[config.mk]
export PLATFORM = sky130hd
export DESIGN_NAME = terrain_patch_strip_indices_flat
export DESIGN_NICKNAME = d
export VERILOG_FILES = /design/src/hw/rtl/tpsi_pkg.sv /design/src/hw/rtl/tpsi_if.sv /design/src/hw/rtl/terrain_patch_strip_indices.sv /design/src/hw/rtl/tpsi_sequencer.sv /design/src/hw/rtl/tpsi_datapath.sv /design/src/flat_wrapper.sv
export SDC_FILE = /design/constraint.sdc
export NUM_CORES = 1
export LEC_CHECK = 0
export ABC_AREA = 1
export BUFFER_PORTS_ARGS = -buffer_cell sky130_fd_sc_hd__buf_2
export CAP_MARGIN = 20
export CORE_UTILIZATION = 40
export DETAILED_ROUTE_END_ITERATION = 8
export SLEW_MARGIN = 40
export SYNTH_ARGS = -nofsm -noshare
export SYNTH_HDL_FRONTEND = slang
export SYNTH_SLANG_ARGS = --single-unit
[constraint.sdc]
create_clock -name clk -period 5.9 [get_ports clk]
set_input_delay 0.295 -clock clk [delete_from_list [all_inputs] [get_ports clk]]
set_output_delay 0.295 -clock clk [all_outputs]
set_load 0.01 [all_outputs]
[src/hw/rtl/tpsi_pkg.sv]
// Shared constants, control word layout and the microcode table of the strip index generator.
package tpsi_pkg;

    // Limits
    localparam int MAX_MAP_SIDE    = 4096;
    localparam int MAX_PATCH_VERTS = 31;

    // Field widths
    localparam int MAP_W      = 13;
    localparam int PATCH_W    = 9;
    localparam int STEP_W     = 5;
    localparam int COORD_W    = 12;
    localparam int COL_W      = 5;
    localparam int IDX_W      = 24;
    localparam int ROWS_W     = 5;
    localparam int SPAN_W     = 10;
    localparam int X_W        = COORD_W + 1;
    localparam int Z_W        = COORD_W + 1;
    localparam int CNT_W      = 4;
    localparam int CFG_IDX_W  = 2;
    localparam int CFG_DATA_W = 13;

    // Register indexes
    localparam logic [CFG_IDX_W-1:0] REG_MAP_SIDE    = 2'd0;
    localparam logic [CFG_IDX_W-1:0] REG_PATCH_SIDE  = 2'd1;
    localparam logic [CFG_IDX_W-1:0] REG_VERTEX_STEP = 2'd2;

    localparam logic [MAP_W-1:0]   MAP_SIDE_RESET    = 13'd257;
    localparam logic [PATCH_W-1:0] PATCH_SIDE_RESET  = 9'd17;
    localparam logic [STEP_W-1:0]  VERTEX_STEP_RESET = 5'd1;

    // Program counter values
    localparam int PC_W = 4;
    localparam logic [PC_W-1:0] PC_WAIT = 4'd0;
    localparam logic [PC_W-1:0] PC_PREP = 4'd1;
    localparam logic [PC_W-1:0] PC_DIV  = 4'd2;
    localparam logic [PC_W-1:0] PC_ROWS = 4'd3;
    localparam logic [PC_W-1:0] PC_CHK  = 4'd4;
    localparam logic [PC_W-1:0] PC_BASE = 4'd5;
    localparam logic [PC_W-1:0] PC_DEG0 = 4'd6;
    localparam logic [PC_W-1:0] PC_DEG1 = 4'd7;
    localparam logic [PC_W-1:0] PC_ROW0 = 4'd8;
    localparam logic [PC_W-1:0] PC_ROW1 = 4'd9;
    localparam logic [PC_W-1:0] PC_BAD  = 4'd10;

    // Datapath operations
    localparam logic [2:0] OP_NONE    = 3'd0;
    localparam logic [2:0] OP_LOAD    = 3'd1;
    localparam logic [2:0] OP_PREP    = 3'd2;
    localparam logic [2:0] OP_DIV     = 3'd3;
    localparam logic [2:0] OP_ROWS    = 3'd4;
    localparam logic [2:0] OP_ZSTART  = 3'd5;
    localparam logic [2:0] OP_BASE    = 3'd6;
    localparam logic [2:0] OP_ADVANCE = 3'd7;

    // Emitted value select
    localparam logic [1:0] SEL_BASE  = 2'd0;
    localparam logic [1:0] SEL_LEAD  = 2'd1;
    localparam logic [1:0] SEL_TRAIL = 2'd2;
    localparam logic [1:0] SEL_BAD   = 2'd3;

    // Last flag select
    localparam logic [1:0] LAST_NEVER  = 2'd0;
    localparam logic [1:0] LAST_ROW    = 2'd1;
    localparam logic [1:0] LAST_ALWAYS = 2'd2;

    // Jump conditions
    localparam logic [2:0] JC_NEVER    = 3'd0;
    localparam logic [2:0] JC_DIV_MORE = 3'd1;
    localparam logic [2:0] JC_BAD      = 3'd2;
    localparam logic [2:0] JC_COL0     = 3'd3;
    localparam logic [2:0] JC_LAST_ROW = 3'd4;

    typedef struct packed {
        logic            in_rdy;
        logic            emit;
        logic [2:0]      op;
        logic [1:0]      sel;
        logic [1:0]      lsel;
        logic [2:0]      cond;
        logic [PC_W-1:0] jt;
        logic [PC_W-1:0] jf;
    } cw_t;

    typedef struct packed {
        logic div_more;
        logic bad;
        logic col0;
        logic last_row;
        logic out_free;
    } flags_t;

    function automatic cw_t ucode(input logic [PC_W-1:0] pc);
        cw_t cw;
        cw = '0;
        case (pc)
            PC_WAIT:
            begin
                cw.in_rdy = 1'b1;
                cw.op     = OP_LOAD;
                cw.jf     = PC_PREP;
            end
            PC_PREP:
            begin
                cw.op = OP_PREP;
                cw.jf = PC_DIV;
            end
            PC_DIV:
            begin
                cw.op   = OP_DIV;
                cw.cond = JC_DIV_MORE;
                cw.jt   = PC_DIV;
                cw.jf   = PC_ROWS;
            end
            PC_ROWS:
            begin
                cw.op = OP_ROWS;
                cw.jf = PC_CHK;
            end
            PC_CHK:
            begin
                cw.op   = OP_ZSTART;
                cw.cond = JC_BAD;
                cw.jt   = PC_BAD;
                cw.jf   = PC_BASE;
            end
            PC_BASE:
            begin
                cw.op   = OP_BASE;
                cw.cond = JC_COL0;
                cw.jt   = PC_ROW0;
                cw.jf   = PC_DEG0;
            end
            PC_DEG0:
            begin
                cw.emit = 1'b1;
                cw.sel  = SEL_BASE;
                cw.jf   = PC_DEG1;
            end
            PC_DEG1:
            begin
                cw.emit = 1'b1;
                cw.sel  = SEL_BASE;
                cw.jf   = PC_ROW0;
            end
            PC_ROW0:
            begin
                cw.emit = 1'b1;
                cw.sel  = SEL_LEAD;
                cw.jf   = PC_ROW1;
            end
            PC_ROW1:
            begin
                cw.emit = 1'b1;
                cw.sel  = SEL_TRAIL;
                cw.lsel = LAST_ROW;
                cw.op   = OP_ADVANCE;
                cw.cond = JC_LAST_ROW;
                cw.jt   = PC_WAIT;
                cw.jf   = PC_ROW0;
            end
            PC_BAD:
            begin
                cw.emit = 1'b1;
                cw.sel  = SEL_BAD;
                cw.lsel = LAST_ALWAYS;
                cw.jf   = PC_WAIT;
            end
            default:
            begin
                cw.jf = PC_WAIT;
            end
        endcase
        return cw;
    endfunction

endpackage

[src/hw/rtl/tpsi_if.sv]
// Request and result channel interfaces of the strip index generator.
interface tpsi_req_if import tpsi_pkg::*; ();
    logic               valid;
    logic               ready;
    logic [COORD_W-1:0] origin_x;
    logic [COORD_W-1:0] origin_z;
    logic [COL_W-1:0]   column;

    modport source (output valid, output origin_x, output origin_z, output column, input ready);
    modport sink (input valid, input origin_x, input origin_z, input column, output ready);
endinterface

interface tpsi_rsp_if import tpsi_pkg::*; ();
    logic             valid;
    logic             ready;
    logic [IDX_W-1:0] vertex_index;
    logic             last;
    logic             bad_column;

    modport source (output valid, output vertex_index, output last, output bad_column,
                    input ready);
    modport sink (input valid, input vertex_index, input last, input bad_column,
                  output ready);
endinterface

[src/hw/rtl/terrain_patch_strip_indices.sv]
// Top level of the terrain patch strip index generator: register file and channel wiring.
//
// Usage
//   req  : one transfer per column request (origin_x, origin_z, column).
//   rsp  : the column's triangle-strip vertex indices, one transfer each; last marks
//          the final index, bad_column flags a single result for a column past the patch.
//   cfg  : cfg_we writes cfg_data to register cfg_index (0 map_side, 1 patch_side,
//          2 vertex_step); write only while no request is in flight.
// Timing
//   A request is worked on one at a time by a microcoded sequencer. After the request
//   transfer come 1 prep step, 9 divider steps (one quotient bit each) for the row
//   count, and 3 setup steps, then one index per cycle while rsp does not stall:
//   2*rows indices plus 2 stitching indices for every column but column 0. The next
//   request is taken once the last index has been loaded into the output register.
// Reset clears the step counter and the output valid and loads map_side 257,
// patch_side 17 and vertex_step 1. When rsp stalls, the output register holds its
// index and the sequencer waits on the emitting step.
module terrain_patch_strip_indices import tpsi_pkg::*;
(
    input  logic                  clk,
    input  logic                  rst_n,
    tpsi_req_if.sink              req,
    tpsi_rsp_if.source            rsp,
    input  logic                  cfg_we,
    input  logic [CFG_IDX_W-1:0]  cfg_index,
    input  logic [CFG_DATA_W-1:0] cfg_data
);

    logic [MAP_W-1:0]   map_side_reg;
    logic [PATCH_W-1:0] patch_side_reg;
    logic [STEP_W-1:0]  vertex_step_reg;
    cw_t                cw;
    logic               go;
    flags_t             flags;

    always_ff @(posedge clk or negedge rst_n)
    begin
        if (!rst_n)
        begin
            map_side_reg    <= MAP_SIDE_RESET;
            patch_side_reg  <= PATCH_SIDE_RESET;
            vertex_step_reg <= VERTEX_STEP_RESET;
        end
        else if (cfg_we)
        begin
            case (cfg_index)
                REG_MAP_SIDE:
                begin
                    // Saturate at the largest supported grid
                    map_side_reg <= (cfg_data > CFG_DATA_W'(MAX_MAP_SIDE))
                                    ? MAP_W'(MAX_MAP_SIDE) : MAP_W'(cfg_data);
                end
                REG_PATCH_SIDE:
                begin
                    patch_side_reg <= cfg_data[PATCH_W-1:0];
                end
                REG_VERTEX_STEP:
                begin
                    vertex_step_reg <= cfg_data[STEP_W-1:0];
                end
                default:
                begin
                end
            endcase
        end
    end

    tpsi_sequencer u_seq
    (
        .clk      (clk),
        .rst_n    (rst_n),
        .in_valid (req.valid),
        .flags    (flags),
        .cw       (cw),
        .go       (go)
    );

    tpsi_datapath u_dp
    (
        .clk         (clk),
        .rst_n       (rst_n),
        .cw          (cw),
        .go          (go),
        .map_side    (map_side_reg),
        .patch_side  (patch_side_reg),
        .vertex_step (vertex_step_reg),
        .origin_x    (req.origin_x),
        .origin_z    (req.origin_z),
        .column      (req.column),
        .out_ready   (rsp.ready),
        .flags       (flags),
        .out_valid   (rsp.valid),
        .out_index   (rsp.vertex_index),
        .out_last    (rsp.last),
        .out_bad     (rsp.bad_column)
    );

    assign req.ready = cw.in_rdy;

endmodule

[src/hw/rtl/tpsi_sequencer.sv]
// Microcode sequencer: step counter, control store lookup and conditional jumps.
module tpsi_sequencer import tpsi_pkg::*;
(
    input  logic   clk,
    input  logic   rst_n,
    input  logic   in_valid,
    input  flags_t flags,
    output cw_t    cw,
    output logic   go
);

    logic [PC_W-1:0] pc_reg;
    logic [PC_W-1:0] pc_next;
    logic            take;

    assign cw = ucode(pc_reg);

    // Hold the step while waiting for a request or for room in the output register
    assign go = (!cw.in_rdy || in_valid) && (!cw.emit || flags.out_free);

    always_comb
    begin
        case (cw.cond)
            JC_DIV_MORE: take = flags.div_more;
            JC_BAD:      take = flags.bad;
            JC_COL0:     take = flags.col0;
            JC_LAST_ROW: take = flags.last_row;
            default:     take = 1'b0;
        endcase
    end

    always_comb
    begin
        pc_next = pc_reg;
        if (go)
        begin
            pc_next = take ? cw.jt : cw.jf;
        end
    end

    always_ff @(posedge clk or negedge rst_n)
    begin
        if (!rst_n)
        begin
            pc_reg <= PC_WAIT;
        end
        else
        begin
            pc_reg <= pc_next;
        end
    end

    a_accept_then_prep: assert property (@(posedge clk) disable iff (!rst_n)
        (in_valid && cw.in_rdy) |=> (pc_reg == PC_PREP))
        else $error("request transfer not followed by prep step");

    a_pc_in_program: assert property (@(posedge clk) disable iff (!rst_n)
        pc_reg <= PC_BAD)
        else $error("step counter outside program");

    a_ready_only_waiting: assert property (@(posedge clk) disable iff (!rst_n)
        cw.in_rdy |-> (pc_reg == PC_WAIT))
        else $error("request ready outside wait step");

endmodule

[src/hw/rtl/tpsi_datapath.sv]
// Datapath: request registers, row-count divider, index accumulator and output register.
module tpsi_datapath import tpsi_pkg::*;
(
    input  logic               clk,
    input  logic               rst_n,
    input  cw_t                cw,
    input  logic               go,
    input  logic [MAP_W-1:0]   map_side,
    input  logic [PATCH_W-1:0] patch_side,
    input  logic [STEP_W-1:0]  vertex_step,
    input  logic [COORD_W-1:0] origin_x,
    input  logic [COORD_W-1:0] origin_z,
    input  logic [COL_W-1:0]   column,
    input  logic               out_ready,
    output flags_t             flags,
    output logic               out_valid,
    output logic [IDX_W-1:0]   out_index,
    output logic               out_last,
    output logic               out_bad
);

    logic [COORD_W-1:0]       ox_reg;
    logic [COORD_W-1:0]       oz_reg;
    logic [COL_W-1:0]         col_reg;
    logic [STEP_W-1:0]        step_reg;
    logic [PATCH_W-1:0]       span_reg;
    logic [X_W-1:0]           x_reg;
    logic [STEP_W-1:0]        rem_reg;
    logic [PATCH_W-1:0]       dvd_reg;
    logic [CNT_W-1:0]         cnt_reg;
    logic [ROWS_W-1:0]        rows_reg;
    logic [SPAN_W-1:0]        span_eff_reg;
    logic [STEP_W+MAP_W-1:0]  delta_reg;
    logic [Z_W-1:0]           zstart_reg;
    logic [IDX_W-1:0]         base_reg;
    logic [ROWS_W-1:0]        k_reg;
    logic                     out_valid_reg;
    logic [IDX_W-1:0]         out_index_reg;
    logic                     out_last_reg;
    logic                     out_bad_reg;

    logic [STEP_W-1:0]        step_eff;
    logic [PATCH_W-1:0]       span_in;
    logic [2*STEP_W-1:0]      col_off;
    logic [STEP_W:0]          trial;
    logic                     trial_ge;
    logic                     capped;
    logic [STEP_W+MAP_W-1:0]  delta_prod;
    logic [Z_W+MAP_W-1:0]     base_prod;
    logic [IDX_W-1:0]         base_plus;
    logic [IDX_W-1:0]         emit_value;
    logic                     emit_last;
    logic                     emit_fire;

    assign step_eff = (vertex_step == '0) ? STEP_W'(1) : vertex_step;
    assign span_in  = (patch_side < PATCH_W'(2)) ? '0 : patch_side - PATCH_W'(1);
    assign col_off  = (2*STEP_W)'(col_reg) * (2*STEP_W)'(step_eff);

    // One restoring division step: shift a dividend bit into the remainder
    assign trial    = {rem_reg, dvd_reg[PATCH_W-1]};
    assign trial_ge = trial >= {1'b0, step_reg};

    assign capped     = dvd_reg >= PATCH_W'(MAX_PATCH_VERTS);
    assign delta_prod = (STEP_W+MAP_W)'(step_reg) * (STEP_W+MAP_W)'(map_side);
    assign base_prod  = (Z_W+MAP_W)'(zstart_reg) * (Z_W+MAP_W)'(map_side);
    assign base_plus  = base_reg + IDX_W'(step_reg);

    assign flags.div_more = cnt_reg != CNT_W'(1);
    assign flags.bad      = ({1'b0, col_reg} + (COL_W+1)'(1)) >= {1'b0, rows_reg};
    assign flags.col0     = col_reg == '0;
    assign flags.last_row = k_reg == (rows_reg - ROWS_W'(1));
    assign flags.out_free = !out_valid_reg || out_ready;

    assign emit_fire = go && cw.emit;

    // Even columns lead with the right-hand vertex, odd columns with the left
    always_comb
    begin
        case (cw.sel)
            SEL_BASE:  emit_value = base_reg;
            SEL_LEAD:  emit_value = col_reg[0] ? base_reg : base_plus;
            SEL_TRAIL: emit_value = col_reg[0] ? base_plus : base_reg;
            default:   emit_value = '0;
        endcase
    end

    always_comb
    begin
        case (cw.lsel)
            LAST_ROW:    emit_last = flags.last_row;
            LAST_ALWAYS: emit_last = 1'b1;
            default:     emit_last = 1'b0;
        endcase
    end

    always_ff @(posedge clk)
    begin
        if (go)
        begin
            case (cw.op)
                OP_LOAD:
                begin
                    ox_reg  <= origin_x;
                    oz_reg  <= origin_z;
                    col_reg <= column;
                end
                OP_PREP:
                begin
                    step_reg <= step_eff;
                    span_reg <= span_in;
                    x_reg    <= X_W'(ox_reg) + X_W'(col_off);
                    rem_reg  <= '0;
                    dvd_reg  <= span_in;
                    cnt_reg  <= CNT_W'(PATCH_W);
                end
                OP_DIV:
                begin
                    rem_reg <= trial_ge ? STEP_W'(trial - {1'b0, step_reg}) : trial[STEP_W-1:0];
                    dvd_reg <= {dvd_reg[PATCH_W-2:0], trial_ge};
                    cnt_reg <= cnt_reg - CNT_W'(1);
                end
                OP_ROWS:
                begin
                    rows_reg     <= capped ? ROWS_W'(MAX_PATCH_VERTS)
                                           : ROWS_W'(dvd_reg + PATCH_W'(1));
                    span_eff_reg <= capped ? SPAN_W'(step_reg) * SPAN_W'(MAX_PATCH_VERTS - 1)
                                           : SPAN_W'(span_reg);
                    delta_reg    <= delta_prod;
                end
                OP_ZSTART:
                begin
                    zstart_reg <= col_reg[0] ? Z_W'(oz_reg) + Z_W'(span_eff_reg) : Z_W'(oz_reg);
                end
                OP_BASE:
                begin
                    base_reg <= IDX_W'(base_prod) + IDX_W'(x_reg);
                    k_reg    <= '0;
                end
                OP_ADVANCE:
                begin
                    base_reg <= col_reg[0] ? base_reg - IDX_W'(delta_reg)
                                           : base_reg + IDX_W'(delta_reg);
                    k_reg    <= k_reg + ROWS_W'(1);
                end
                default:
                begin
                end
            endcase
        end
    end

    always_ff @(posedge clk)
    begin
        if (emit_fire)
        begin
            out_index_reg <= emit_value;
            out_last_reg  <= emit_last;
            out_bad_reg   <= cw.sel == SEL_BAD;
        end
    end

    always_ff @(posedge clk or negedge rst_n)
    begin
        if (!rst_n)
        begin
            out_valid_reg <= 1'b0;
        end
        else if (emit_fire)
        begin
            out_valid_reg <= 1'b1;
        end
        else if (out_ready)
        begin
            out_valid_reg <= 1'b0;
        end
    end

    assign out_valid = out_valid_reg;
    assign out_index = out_index_reg;
    assign out_last  = out_last_reg;
    assign out_bad   = out_bad_reg;

    a_bad_is_last: assert property (@(posedge clk) disable iff (!rst_n)
        (out_valid_reg && out_bad_reg) |-> out_last_reg)
        else $error("flagged result without last");

    a_row_in_range: assert property (@(posedge clk) disable iff (!rst_n)
        (emit_fire && cw.sel == SEL_TRAIL) |-> (k_reg < rows_reg))
        else $error("row counter past row count");

    a_rows_range: assert property (@(posedge clk) disable iff (!rst_n)
        (go && cw.op == OP_ROWS) |=>
            (rows_reg != '0 && rows_reg <= ROWS_W'(MAX_PATCH_VERTS)))
        else $error("row count out of range");

endmodule
[src/flat_wrapper.sv]
// flat-port wrapper written by rule: the top's interface ports become plain ports
module terrain_patch_strip_indices_flat import tpsi_pkg::*;
  (clk, rst_n, cfg_we, cfg_index, cfg_data, req_valid, req_origin_x, req_origin_z, req_column, req_ready, rsp_valid, rsp_vertex_index, rsp_last, rsp_bad_column, rsp_ready);
  tpsi_req_if req_i ();
  tpsi_rsp_if rsp_i ();
  input  logic clk;
  input  logic rst_n;
  input  logic cfg_we;
  input  logic [CFG_IDX_W-1:0] cfg_index;
  input  logic [CFG_DATA_W-1:0] cfg_data;
  input wire logic [$bits(req_i.valid)-1:0] req_valid;
  input wire logic [$bits(req_i.origin_x)-1:0] req_origin_x;
  input wire logic [$bits(req_i.origin_z)-1:0] req_origin_z;
  input wire logic [$bits(req_i.column)-1:0] req_column;
  output wire logic [$bits(req_i.ready)-1:0] req_ready;
  output wire logic [$bits(rsp_i.valid)-1:0] rsp_valid;
  output wire logic [$bits(rsp_i.vertex_index)-1:0] rsp_vertex_index;
  output wire logic [$bits(rsp_i.last)-1:0] rsp_last;
  output wire logic [$bits(rsp_i.bad_column)-1:0] rsp_bad_column;
  input wire logic [$bits(rsp_i.ready)-1:0] rsp_ready;
  assign req_i.valid = req_valid;
  assign req_i.origin_x = req_origin_x;
  assign req_i.origin_z = req_origin_z;
  assign req_i.column = req_column;
  assign req_ready = req_i.ready;
  assign rsp_valid = rsp_i.valid;
  assign rsp_vertex_index = rsp_i.vertex_index;
  assign rsp_last = rsp_i.last;
  assign rsp_bad_column = rsp_i.bad_column;
  assign rsp_i.ready = rsp_ready;
  terrain_patch_strip_indices u_core (.clk(clk), .rst_n(rst_n), .req(req_i), .rsp(rsp_i), .cfg_we(cfg_we), .cfg_index(cfg_index), .cfg_data(cfg_data));
endmodule
After elaboration in Yosys (flattened, before gate mapping)
Cells that the tools add are included.
Storage, ports and cells
  bits in registers: 207
  input port bits: 49
Operators by class
  add/sub/neg operators: 13
  $mul: 4
  order comparisons: 5
  eq/ne operators: 30
  multiplexer cells: 27
  reductions and logical operators: 27
Operators with widths (count)
  $mux W24: 3
  $pmux W24 S3: 1
  $pmux W24 S2: 1
  $pmux W4 S9: 1
  $pmux W7 S4: 1
  $add A12 B10 Y13: 2
  $add A24 B13 Y24: 1
  $add A24 B18 Y24: 1
  $add A24 B5 Y24: 1
  $mul A13 B13 Y24: 1
  $sub A24 B18 Y24: 1
  $pmux W3 S7: 1
  $pmux W5 S2: 2
  $mul A5 B13 Y18: 1
  $mux W9: 2
  $pmux W9 S2: 1
  $reduce_and A2 Y1: 9
  $eq A4 B3 Y1 const B: 4
  $eq A3 B3 Y1 const B: 5
  $gt A13 B13 Y1 const B: 1
  $mux W13: 1
  $eq A3 B2 Y1 const B: 4
  $eq A4 B4 Y1 const B: 3
  $ge A6 B5 Y1: 2
  35 further kinds: 56

Longest topological paths before layout
Gate-level depths: netlist of the first run.
  depth after elaboration: 8
  gate-level depth with buffers: 27

By module
From an unflattened synthesis of the first run, not the netlist that was laid out.
Second synthesis, totals
  cell total of the unflattened synthesis: 2922
  area, all modules: 22534.1 µm²
By module, submodules not included
  tpsi_datapath: times used 1, cells an instance 2705, area an instance 20925.1 µm²
  terrain_patch_strip_indices: times used 1, cells an instance 137, area an instance 1141.1 µm²
  tpsi_sequencer: times used 1, cells an instance 80, area an instance 467.9 µm²

Least setup slack after synthesis of the first run
No wires, ideal clock.
  path type: register to register
  from: register u_core.map_side_reg[8]
  to: register u_core.u_dp.base_reg[18], data pin
  library setup time: 0.254 ns
  arrival time: 5.378 ns
  required time: 5.646 ns
  slack: 0.269 ns
  stages on the path, launching flop included: 21
  buffers on the path: 2
  cell sequence: dfstp_2 > clkbuf_1 > buf_1 > nand2_1 > fa_1 > fa_1 > fa_1 > inv_1 > fa_1 > fa_1 > inv_1 > fa_1 > inv_1 > ha_1 > a21oi_1 > o21ai_0 > a21oi_1 > nand3_1 > or2_2 > nand3_1 > nand2_1
On the way
  word-level cells in the longest chain between the ends: 3
Ends and longest elaborated chain
  start, declared: RTL line terrain_patch_strip_indices.sv:29  | logic [MAP_W-1:0] map_side_reg;
  start signal, assigned: RTL line terrain_patch_strip_indices.sv:50  | map_side_reg <= (cfg_data > CFG_DATA_W'(MAX_MAP_SIDE))
  $mul A13 B13 Y24: RTL line tpsi_datapath.sv:65  | assign base_prod = (Z_W+MAP_W)'(zstart_reg) * (Z_W+MAP_W)'(map_side);
  $add A24 B13 Y24: RTL line tpsi_datapath.sv:136  | base_reg <= IDX_W'(base_prod) + IDX_W'(x_reg);
  $pmux W24 S2: RTL line tpsi_datapath.sv:100  | case (cw.op)
  end signal, assigned: RTL line tpsi_datapath.sv:136
  end signal, assigned: RTL line tpsi_datapath.sv:141  | base_reg <= col_reg[0] ? base_reg - IDX_W'(delta_reg)
  end, declared: RTL line tpsi_datapath.sv:35  | logic [IDX_W-1:0] base_reg;
No other way between the ends.
A chain may end at the register's enable or synchronous reset.

Final worst setup path of the first run
  from: register u_core.u_dp.zstart_reg[6]
  to: register u_core.u_dp.base_reg[18], data pin
On the way
  word-level cells in the longest chain between the ends: 3
Ends and longest elaborated chain
  start, declared: RTL line tpsi_datapath.sv:34  | logic [Z_W-1:0] zstart_reg;
  start signal, assigned: RTL line tpsi_datapath.sv:132  | zstart_reg <= col_reg[0] ? Z_W'(oz_reg) + Z_W'(span_eff_reg) : Z_W'(oz_reg);
  $mul A13 B13 Y24: RTL line tpsi_datapath.sv:65
  $add A24 B13 Y24: RTL line tpsi_datapath.sv:136
  $pmux W24 S2: RTL line tpsi_datapath.sv:100
No other way between the ends.

==> impl_results.md, run 1 <==
- Status: finished clean
- GRT Total Usage: 0.2180
- Worst path arrival time: just under 6 ns
- EDFF count, synth: between 150 and 200
- Die Width: roughly 230 um
- Critical Path Fanout Max: 8
- CTS Sinks: 207
- Seq pwr share: 0.211
- Share of the yosys chip area belonging to registers: 0.2796
- Crit path launch type: flop
- Max frequency: between 150 and 200 MHz
- Syn_nets: 3134
- Post-route ant nets: 0
- CP Class: reg -> reg
- CTS H-Tree Depth: 1
- Clock Latency Late Sink: around 0.57 ns
- Total power: roughly 14 mW
- Crit Reg-Reg Startpoint: u_core.u_dp.zstart_reg[6]
- Core Box Area: about 53000 sq um
- Most common cell after layout, fill and taps aside: nand2_1
- Critical path origin: u_core.u_dp.zstart_reg[6]
- Post-synthesis xor/xnor area fraction: 0.03232
- Iter 0 DRT Violations: roughly 1000
- Simple-gate area share of the yosys netlist: 0.2073
- Hold Path End: u_core.map_side_reg[12]
- Largest net degree at the start of global routing: 33
- Adder-cell share of the synthesized area: 0.2891
- Syn avg cell area: 8.036 sq um
- Ant. Diodes: 0
- Most frequent cells in the layout: nand2_1, inv_1, ha_1
- Ys Warns: 0
- Power Density: between 500 and 600 nW/um^2
- Critical path required time: roughly 6.2 ns
- Slew @ Worst Pin: roughly 0.81 ns
- FF-to-FF path depth: 22
- CP top delay family: adder cells
- CTS clk-pin slew, worst paths: 0.07 ns
- RSZ-0062 raised after global routing: yes
- Vias in the first global route: about 18000
- Final Cycle Share: 0.9598
- Final non-filler cell total: between 3000 and 4000
- Nets: between 3000 and 4000
- Synth Cell Area: approximately 22000 sq um
- Final wirelength: 59350 um
- CTS tree: done
- Compound-Gate Fraction of Synth Area: 0.08125
- GRT overflow: 0
- Hold Vio Cnt, Final: 0
- Initial antenna violation count: 0
- HPWL Detailed: around 49000 um
- Port bufs: 76
- Top_reg_cell synth: edfxtp_1
- Layout cells sized above 1: 0.08004
- First-pass GRT wire length: approximately 96000 um
- Num CTS Buffers: 26
- Critical Path End Type: flop
- Clock Tree Root: clkbuf_16
- Peak supply drop: roughly 0.39 mV
- Switch share: 0.5137
- Startpoint of the worst hold path: cfg_data[12]
- Initial Util: 0.4085
- FF+latch count, synth: between 200 and 250
- DR pass1 iterations: 5
- HP Class: in -> reg
- Hold depth: 3
- Die Span Y: between 200 and 250 um
- WL/cell: approximately 17 um
- Max_cap viols: 0
- Mux contribution to synthesized area: 0.001039
- Dpl cells: roughly 3400
- Slowest CP cell: fa_1
- Final Skew: 0.03317 ns
- Clock power frac: 0.107
- Crit path time final: around 5.7 ns
- Cells after synthesis: roughly 2700
- Rows: 84
- Internal power: about 6.8 mW
- R2R Path End: u_core.u_dp.base_reg[18]
- Sw power: around 7.2 mW
- Worst rel slew slack: 0.4607
- Buf+Inv Stages, Crit Path: 6
- Worst R2R Setup Slack: ~0.24 ns
- Synth-to-layout area growth: 11.93%
- Asr flop ratio synth: 0.1546
- Gp weighted congestion: around 0.90
- Largest family of logic cells by synthesized area: adder cells
- Via count: roughly 18000
- Drt via density: ~5
- Die area: around 55000 sq um
- DRC: 0
- I/O Pins: 77
- Synth unique cells: 56
- CTS max path bufs: 3
- Final setup vio count: 0
- Leakage: 12.79 nW
- Cell Chain, Critical Path: nand2_1 > inv_1 > fa_1 > inv_1 > fa_1 > inv_1 > fa_1 > fa_1 > fa_1 > inv_1 > fa_1 > inv_1 > ha_1 > a21oi_1 > o21ai_0 > inv_1 > nand2_1 > nand2_1 > nand3_1 > or2_2 > nand3_1 > nand2_1
- Crit path largest cell delay: roughly 0.54 ns
- Comb pwr share: 0.682
- Fin. max-slew vios: 0
## layout make-up
type / count / area (sq um)
multi-input combinational: 1870 / 13300
tap: 688 / 860.8
clock buffer: 33 / 696.9
sequential: 207 / 6071
clock inverter: 15 / 96.34
fill: 5243 / 28810
inverter: 546 / 2052
timing repair buffer: 165 / 1196
## worst min-delay path: stages
cell     delay (ns)
buf_2          0.10
nand2_1        0.10
nand2_1        0.07
## stage by stage
stage | hold slack, ns | util | TNS [ns] | setup WS, ns | cell area, sq um
5_1_grt | 0.02812 | 0.4572 | -0.04646 | -0.02944 | 24270
3_5_place_dp | 0.3002 | 0.4330 | 0 | 0.1605 | 22980
3_3_place_gp | 0.4555 | 0.4310 | 0 | 0.1944 | 22870
6_report | 0.02521 | 0.4572 | 0 | 0.2374 | 24270
4_1_cts | 0.003335 | 0.4545 | 0 | 0.1192 | 24120
2_1_floorplan | -0.0005911 | - | 0 | 0.2689 | 21680
## routing by layer
layer | track usage | part of all wire | up-vias
li1 | - | - | 8755
met3 | 0.02350 | 0.043 | 78
met2 | 0.3766 | 0.48 | 390
met5 | 0 | 0 | -
met4 | 0.05144 | 0.022 | 0
met1 | 0.2923 | 0.46 | 8513
## power groups by stage
| stage | Clock, mW | Combinational, mW | Sequential [mW] |
|---|---|---|---|
| 2_1_floorplan | 0 | 6.92 | 2.78 |
| 3_3_place_gp | 0 | 9.25 | 3.03 |
| 3_5_place_dp | 0 | 9.39 | 3.00 |
| 4_1_cts | 1.53 | 9.49 | 2.98 |
| 5_1_grt | 1.59 | 10.9 | 3.00 |
| 6_report | 1.50 | 9.55 | 2.95 |
## cell families after synthesis
kind of cell	after synthesis
compound gates	318
xor+xnor	80
fa+ha+maj	387
buf+inv	621
flops	207
mux	2
simple gates	1083
## cell usage after synthesis (10+ instances only)
master    number  share of area
inv_1        538          0.093
a21o_1        12         0.0042
ha_1         197           0.11
edfxtp_1     175           0.24
nor2_1       170          0.029
xnor2_1       26          0.011
fa_1         190           0.18
a21oi_1      135          0.031
nand4_1       33         0.0095
buf_2         10         0.0023
nand3_1      119          0.027
xor2_1        54          0.022
nand2_1      694           0.12
clkbuf_1      55         0.0095
o21ai_0      122          0.028
dfrtp_1       27          0.031
nor3_1        20         0.0046
## timing repair
| action | in CTS | in global routing |
|---|---|---|
| endpoints found under the hold margin | 61 | 0 |
| resized for setup | 0 | 14 |
| setup buffers | 0 | 13 |
| hold buffers | 35 | 0 |
| endpoints found under the setup margin | 0 | 14 |
## how the worst max path moves through the flow
stage	to	cells past startpoint
2_1_floorplan	u_core.u_dp.base_reg[18]	20
3_3_place_gp	u_core.u_dp.base_reg[18]	18
3_5_place_dp	u_core.u_dp.base_reg[18]	18
4_1_cts	u_core.u_dp.base_reg[18]	18
5_1_grt	u_core.u_dp.base_reg[18]	21
6_report	u_core.u_dp.base_reg[18]	22
(Power assumes the default switching activity.)
==> run 2, diff against run 1 <==
Settings changed: PLACE_DENSITY set to 0.58.
==> impl_results.md, run 2 (synthesis gave the netlist of run 1 again) <==
- Status: finished clean
- Worst path arrival time: 5.98 ns (+0.02 ns)
- Total power: 14.21 mW (+1.5%)
- First-pass GRT wire length: 97630 um (+1.6%)
- Hold depth: 3 (unchanged)
- Comb pwr share: 0.681 (about the same)
- Fin util: 0.4596 (+0.002405)
- GRT Total Usage: 0.2221 (+0.004172)
- I/O Pins: 77 (unchanged)
- Largest net degree at the start of global routing: 33 (unchanged)
- CP Class: reg -> reg
- Hold WS: 0.02578 ns (+0.0005727 ns)
- Critical Path End Type: flop
- CP top delay family: adder cells
- Final Skew: 0.02888 ns (-0.004292 ns)
- CTS max path bufs: 3 (unchanged)
- Final wirelength: 59890 um (+0.90%)
- Seq pwr share: 0.207 (-0.004)
- Crit path launch type: flop
- Iter 0 DRT Violations: 941 (-9.3%)
- Fill count: 5191 (-0.99%)
- Vias in the first global route: 18140 (+0.47%)
- HPWL Detailed: 49460 um (+1.6%)
- Power Density: 582.5 nW/um^2 (+0.99%)
- DR pass1 iterations: 5 (unchanged)
- Core Box Area: 53080 sq um (unchanged)
- Worst Slack Setup Final: 0.2240 ns (-0.01346 ns)
- Layout cells sized above 1: 0.08559 (+0.005551)
- FF-to-FF path depth: 18 (-18%)
- Worst path depth: 18 (-18%)
- Initial Util: 0.4085 (unchanged)
- Max_cap viols: 0 (unchanged)
- Hold Vio Cnt, Final: 0 (unchanged)
- Die area: 55140 sq um (unchanged)
- Post-route ant nets: 0 (unchanged)
- Crit path time final: 5.676 ns (+0.01346 ns)
- RSZ-0062 raised after global routing: yes
- Critical path required time: 6.20 ns (about the same)
- Peak supply drop: 0.3312 mV (-16%)
- Clock Tree Root: clkbuf_16
- Buf+Inv Stages, Crit Path: 3 (-3)
- Cell Chain, Critical Path: nand2_1 > fa_1 > fa_1 > inv_1 > fa_1 > fa_1 > fa_1 > inv_1 > fa_1 > inv_1 > ha_1 > nand2_1 > nor3_1 > nand4_1 > nand3_1 > nand2_1 > nand3_1 > nand2_1
- Num CTS Buffers: 26 (unchanged)
- Leakage: 12.84 nW (+0.45%)
- Die Width: 234.8 um (unchanged)
- CTS clk-pin slew, worst paths: 0.07 ns (about the same)
- Drt via density: 4.955 (-1.6%)
- CTS H-Tree Depth: 1 (unchanged)
- Slowest CP cell: dfstp_4
- Most common cell after layout, fill and taps aside: nand2_1
- Critical Path Fanout Max: 14 (+6)
- HP Class: in -> reg
- WL/cell: 16.98 um (+0.82%)
- Via count: 17480 (-1.5%)
- Final non-filler cell total: 3527 (+0.085%)
- CTS tree: done
- CTS Sinks: 207 (unchanged)
- Ant. Diodes: 0 (unchanged)
- Dpl cells: 3427 (+0.029%)
- Max frequency: 176.2 MHz (-0.24%)
- Internal power: 6.940 mW (+2.0%)
- Crit path largest cell delay: 0.74 ns (+0.20 ns)
- GRT overflow: 0 (unchanged)
- Slew @ Worst Pin: 0.7471 ns (-0.05990 ns)
- Final setup vio count: 0 (unchanged)
- Switch share: 0.5117 (-0.002052)
- Most frequent cells in the layout: nand2_1, inv_1, ha_1
- Placement Setup Slack: 0.001319 ns (-0.1592 ns)
- Nets: 3255 (+0.092%)
- Gp weighted congestion: 0.8789 (-2.0%)
- DRC: 0 (unchanged)
- Clock power frac: 0.112 (+0.005)
- Initial antenna violation count: 0 (unchanged)
- Die Span Y: 234.8 um (unchanged)
- Fin. max-slew vios: 0 (unchanged)
- Crit path top cell by count: fa_1
- Post-route cell area: 24400 sq um (+0.53%)
- Final Cycle Share: 0.9620 (+0.002282)
- Clock Latency Late Sink: 0.56 ns (about the same)
- Rows: 84 (unchanged)
- Sw power: 7.271 mW (+1.1%)
- Port bufs: 76 (unchanged)
- Post-Place Cell Area: 23000 sq um (about the same)
- Final TNS setup: 0 ns (unchanged)
- Synth-to-layout area growth: 12.52%
- Worst rel slew slack: 0.4988 (+0.03815)
## run 2: power groups by stage
stage	clock network (mW)	logic, mW	registers, mW
after floorplan	0	6.92	2.78
after global placement	0	9.33	3.03
after detailed placement	0	9.46	2.99
after CTS	1.63	9.57	2.97
after global routing	1.68	11.1	2.99
final	1.59	9.68	2.94
## run 2: worst register-to-register path, delay by kind of cell (launching register included)
family | cells | cell delay, ns
flops | 1 | 0.74
simple gates | 8 | 1.11
buf+inv | 3 | 0.16
fa+ha+maj | 7 | 3.41
## run 2: metal layers
layer,global-route usage,vias to the layer above,part of all wire,wire length [um]
met5,0,-,0,0
met1,0.2960,8302,0.46,27550
li1,-,8773,-,-
met4,0.04805,0,0.021,1287
met3,0.01985,65,0.036,2148
met2,0.3912,335,0.48,28910
## run 2: timing repair
item,CTS,global route
hold buffers,35,0
endpoints found under the hold margin,61,0
gates resized for setup,1,25
buffers inserted,0,16
endpoints found under the setup margin,1,14
## run 2: layout make-up
cell class / count / area, sq um / area share
multi-input combinational: 1870 / 13320 / 0.5462
clock inverter: 7 / 55.05 / 0.002257
sequential: 207 / 6072 / 0.2489
clock buffer: 41 / 809.5 / 0.03318
timing repair buffer: 168 / 1222 / 0.05011
inverter: 546 / 2052 / 0.08411
tap: 688 / 860.8 / 0.03529
## run 2: worst paths after layout
path | start | to | slack [ns]
worst max-delay path | u_core.map_side_reg[8] | u_core.u_dp.base_reg[19] | 0.22
min in group asynchronous | rst_n | u_core.patch_side_reg[7] | 0.25
worst min-delay path | cfg_data[0] | u_core.map_side_reg[0] | 0.03
worst min register to register | u_core.patch_side_reg[0] | u_core.patch_side_reg[0] | 0.52
worst max register to register | u_core.map_side_reg[8] | u_core.u_dp.base_reg[19] | 0.22
max in group asynchronous | rst_n | u_core.map_side_reg[1] | 5.26
==> run 3, diff against run 2 <==
Settings changed: CORE_UTILIZATION 40 to 25, PLACE_DENSITY 0.58 to 0.4.
==> impl_results.md, run 3 (synthesis gave the netlist of run 1 again) <==
- Largest net degree at the start of global routing: 34 (+3.0%)
- Peak supply drop: 0.3158 mV (-4.7%)
- GRT overflow: 0 (unchanged)
- Switch share: 0.5161 (+0.004397)
- Via count: 17620 (+0.85%)
- Hold WS: 0.04792 ns (+0.02214 ns)
- CTS H-Tree Depth: 1 (unchanged)
- Ant. Diodes: 0 (unchanged)
- Placement Setup Slack: 0.02162 ns (+0.02030 ns)
- R2R Path End: u_core.u_dp.base_reg[12]
- Sw power: 7.633 mW (+5.0%)
- Comb pwr share: 0.685 (+0.004)
- Max_cap viols: 0 (unchanged)
- Port bufs: 76 (unchanged)
- Nets: 3259 (+0.12%)
- Final wirelength: 66980 um (+12%)
- Critical path origin: u_core.map_side_reg[8]
- Clock Tree Root: clkbuf_16
- Crit path launch type: flop
- Final Skew: 0.03213 ns (+0.003244 ns)
- Core Box Area: 85550 sq um (+61%)
- Post-route cell area: 25080 sq um (+2.8%)
- Dpl cells: 3899 (+14%)
- Post CTS Setup Buffer Count: 0 (unchanged)
- Critical path required time: 6.22 ns (+0.02 ns)
- Combined area of the multi-input logic cells: 13340 sq um (+0.14%)
- Most frequent cells in the layout: nand2_1, inv_1, ha_1
- CTS max path bufs: 3 (unchanged)
- Final non-filler cell total: 3989 (+13%)
- Max frequency: 177.9 MHz (+0.96%)
- Vias in the first global route: 18340 (+1.1%)
- Layout cells sized above 1: 0.08647 (+0.0008740)
- Total power: 14.79 mW (+4.1%)
- DRC: 0 (unchanged)
- Final Cycle Share: 0.9529 (-0.009125)
- Die Width: 296.5 um (+26%)
- Post-route ant nets: 0 (unchanged)
- CTS Sinks: 207 (unchanged)
- Worst path arrival time: 5.94 ns (-0.04 ns)
- HP Class: in -> reg
- Num CTS Buffers: 28 (+7.7%)
- I/O Pins: 77 (unchanged)
- Status: finished clean
- Crit Reg-Reg Startpoint: u_core.map_side_reg[8]
- Fill count: 9240 (+78%)
- Final setup vio count: 0 (unchanged)
- Reg area: 6068 sq um (about the same)
- Clock power frac: 0.117 (+0.005)
- Seq pwr share: 0.198 (-0.009)
- Hold Vio Cnt, Final: 0 (unchanged)
- Die area: 87910 sq um (+59%)
- RSZ-0062 raised after global routing: yes
- Worst R2R Setup Slack: 0.28 ns (+0.05 ns)
- Power Density: 589.7 nW/um^2 (+1.2%)
- Internal power: 7.158 mW (+3.1%)
- Critical Path End Type: flop
- Worst Slack Setup Final: 0.2778 ns (+0.05384 ns)
- First-pass GRT wire length: 105600 um (+8.2%)
- Iter 0 DRT Violations: 849 (-9.8%)
- Gp weighted congestion: 0.8797 (about the same)
- Hold depth: 3 (unchanged)
- WL/cell: 16.79 um (-1.1%)
- Initial antenna violation count: 0 (unchanged)
- HPWL Detailed: 55640 um (+13%)
- CP Class: reg -> reg
- Leakage: 12.88 nW (+0.31%)
- Post-Place Cell Area: 23690 sq um (+3.0%)
- FF-to-FF path depth: 19 (+1)
- DR pass1 iterations: 5 (unchanged)
- Rows: 107 (+27%)
- Worst rel slew slack: 0.3921 (-0.1067)
- Fin. max-slew vios: 0 (unchanged)
- Most common cell after layout, fill and taps aside: nand2_1
- Drt via density: 4.418 (-11%)
- Crit path time final: 5.622 ns (-0.05384 ns)
- CTS tree: done
- GRT Total Usage: 0.1558 (-0.06634)
- Slew @ Worst Pin: 0.9035 ns (+0.1563 ns)
- Final TNS setup: 0 ns (unchanged)
- Fin util: 0.2932 (-0.1664)
- Initial Util: 0.2534 (-0.1551)
- Clock Latency Late Sink: 0.59 ns (+0.03 ns)
- Synth-to-layout area growth: 15.68%
- Critical Path Fanout Max: 13 (-1)
- CTS clk-pin slew, worst paths: 0.06 ns (about the same)
- Die Span Y: 296.5 um (+26%)
- CP endpoint: u_core.u_dp.base_reg[12]
run 3: cell types whose count changed in the layout (fill, tap and decap cells not counted), moves of 3 or more:
cell / delta
clkbuf_8: -6
buf_6: -5
clkinv_4: +4
buf_12: +3
bufinv_16: +3
dfrtp_1: +3
dfrtp_2: -3
dlygate4sd3_1: +3
run 3: power groups by stage:
| stage | Clock (mW) | Combinational, mW | Sequential, mW |
|---|---|---|---|
| 3_5_place_dp | 0 | 9.94 | 2.97 |
| 5_1_grt | 1.86 | 11.6 | 2.99 |
| 4_1_cts | 1.80 | 10.0 | 2.94 |
| 6_report | 1.73 | 10.1 | 2.93 |
| 2_1_floorplan | 0 | 6.92 | 2.78 |
| 3_3_place_gp | 0 | 9.93 | 2.98 |
run 3: how the worst min path moves through the flow:
stage / slack (ns) / startpoint / endpoint
after floorplan: -0.0006 / rst_n / u_core.map_side_reg[10]
after global placement: 0.47 / req_column[1] / u_core.u_dp.col_reg[1]
after detailed placement: 0.33 / rst_n / u_core.patch_side_reg[7]
after CTS: 0.007 / cfg_data[4] / u_core.map_side_reg[4]
after global routing: 0.03 / cfg_data[4] / u_core.map_side_reg[4]
final: 0.05 / cfg_data[1] / u_core.map_side_reg[1]
run 3: layer usage:
metal | GRT usage | up-vias | wire (um)
li1 | - | 8780 | -
met1 | 0.2124 | 8521 | 32060
met2 | 0.2654 | 263 | 31700
met3 | 0.01659 | 60 | 1904
met4 | 0.03206 | 0 | 1315
met5 | 0 | - | 0
run 3: repair_timing:
item                                   in CTS  in global routing
hold buffers                               38                  0
setup endpoints to repair                   1                 14
endpoints found under the hold margin      65                  0
gates resized for setup                     2                 27
pin swaps                                   0                  0
run 3: critical path, cell delays in order, from the launching register on:
cell,delay [ns]
dfstp_4,0.72
buf_4,0.20
nand2_1,0.09
fa_1,0.43
fa_1,0.54
inv_1,0.04
ha_1,0.32
fa_1,0.51
fa_1,0.55
inv_1,0.05
fa_1,0.50
inv_1,0.05
ha_2,0.37
nand2_1,0.14
nor2_2,0.18
inv_1,0.07
o21ai_0,0.24
a21oi_1,0.09
o21ai_1,0.18
nand2_1,0.07
run 3: final cells by class:
type	instances	area share
clock buffer	34	0.02883
clock inverter	18	0.008829
inverter	546	0.08181
multi-input combinational	1870	0.5320
sequential	207	0.2419
tap	1144	0.05707
timing repair buffer	170	0.04958
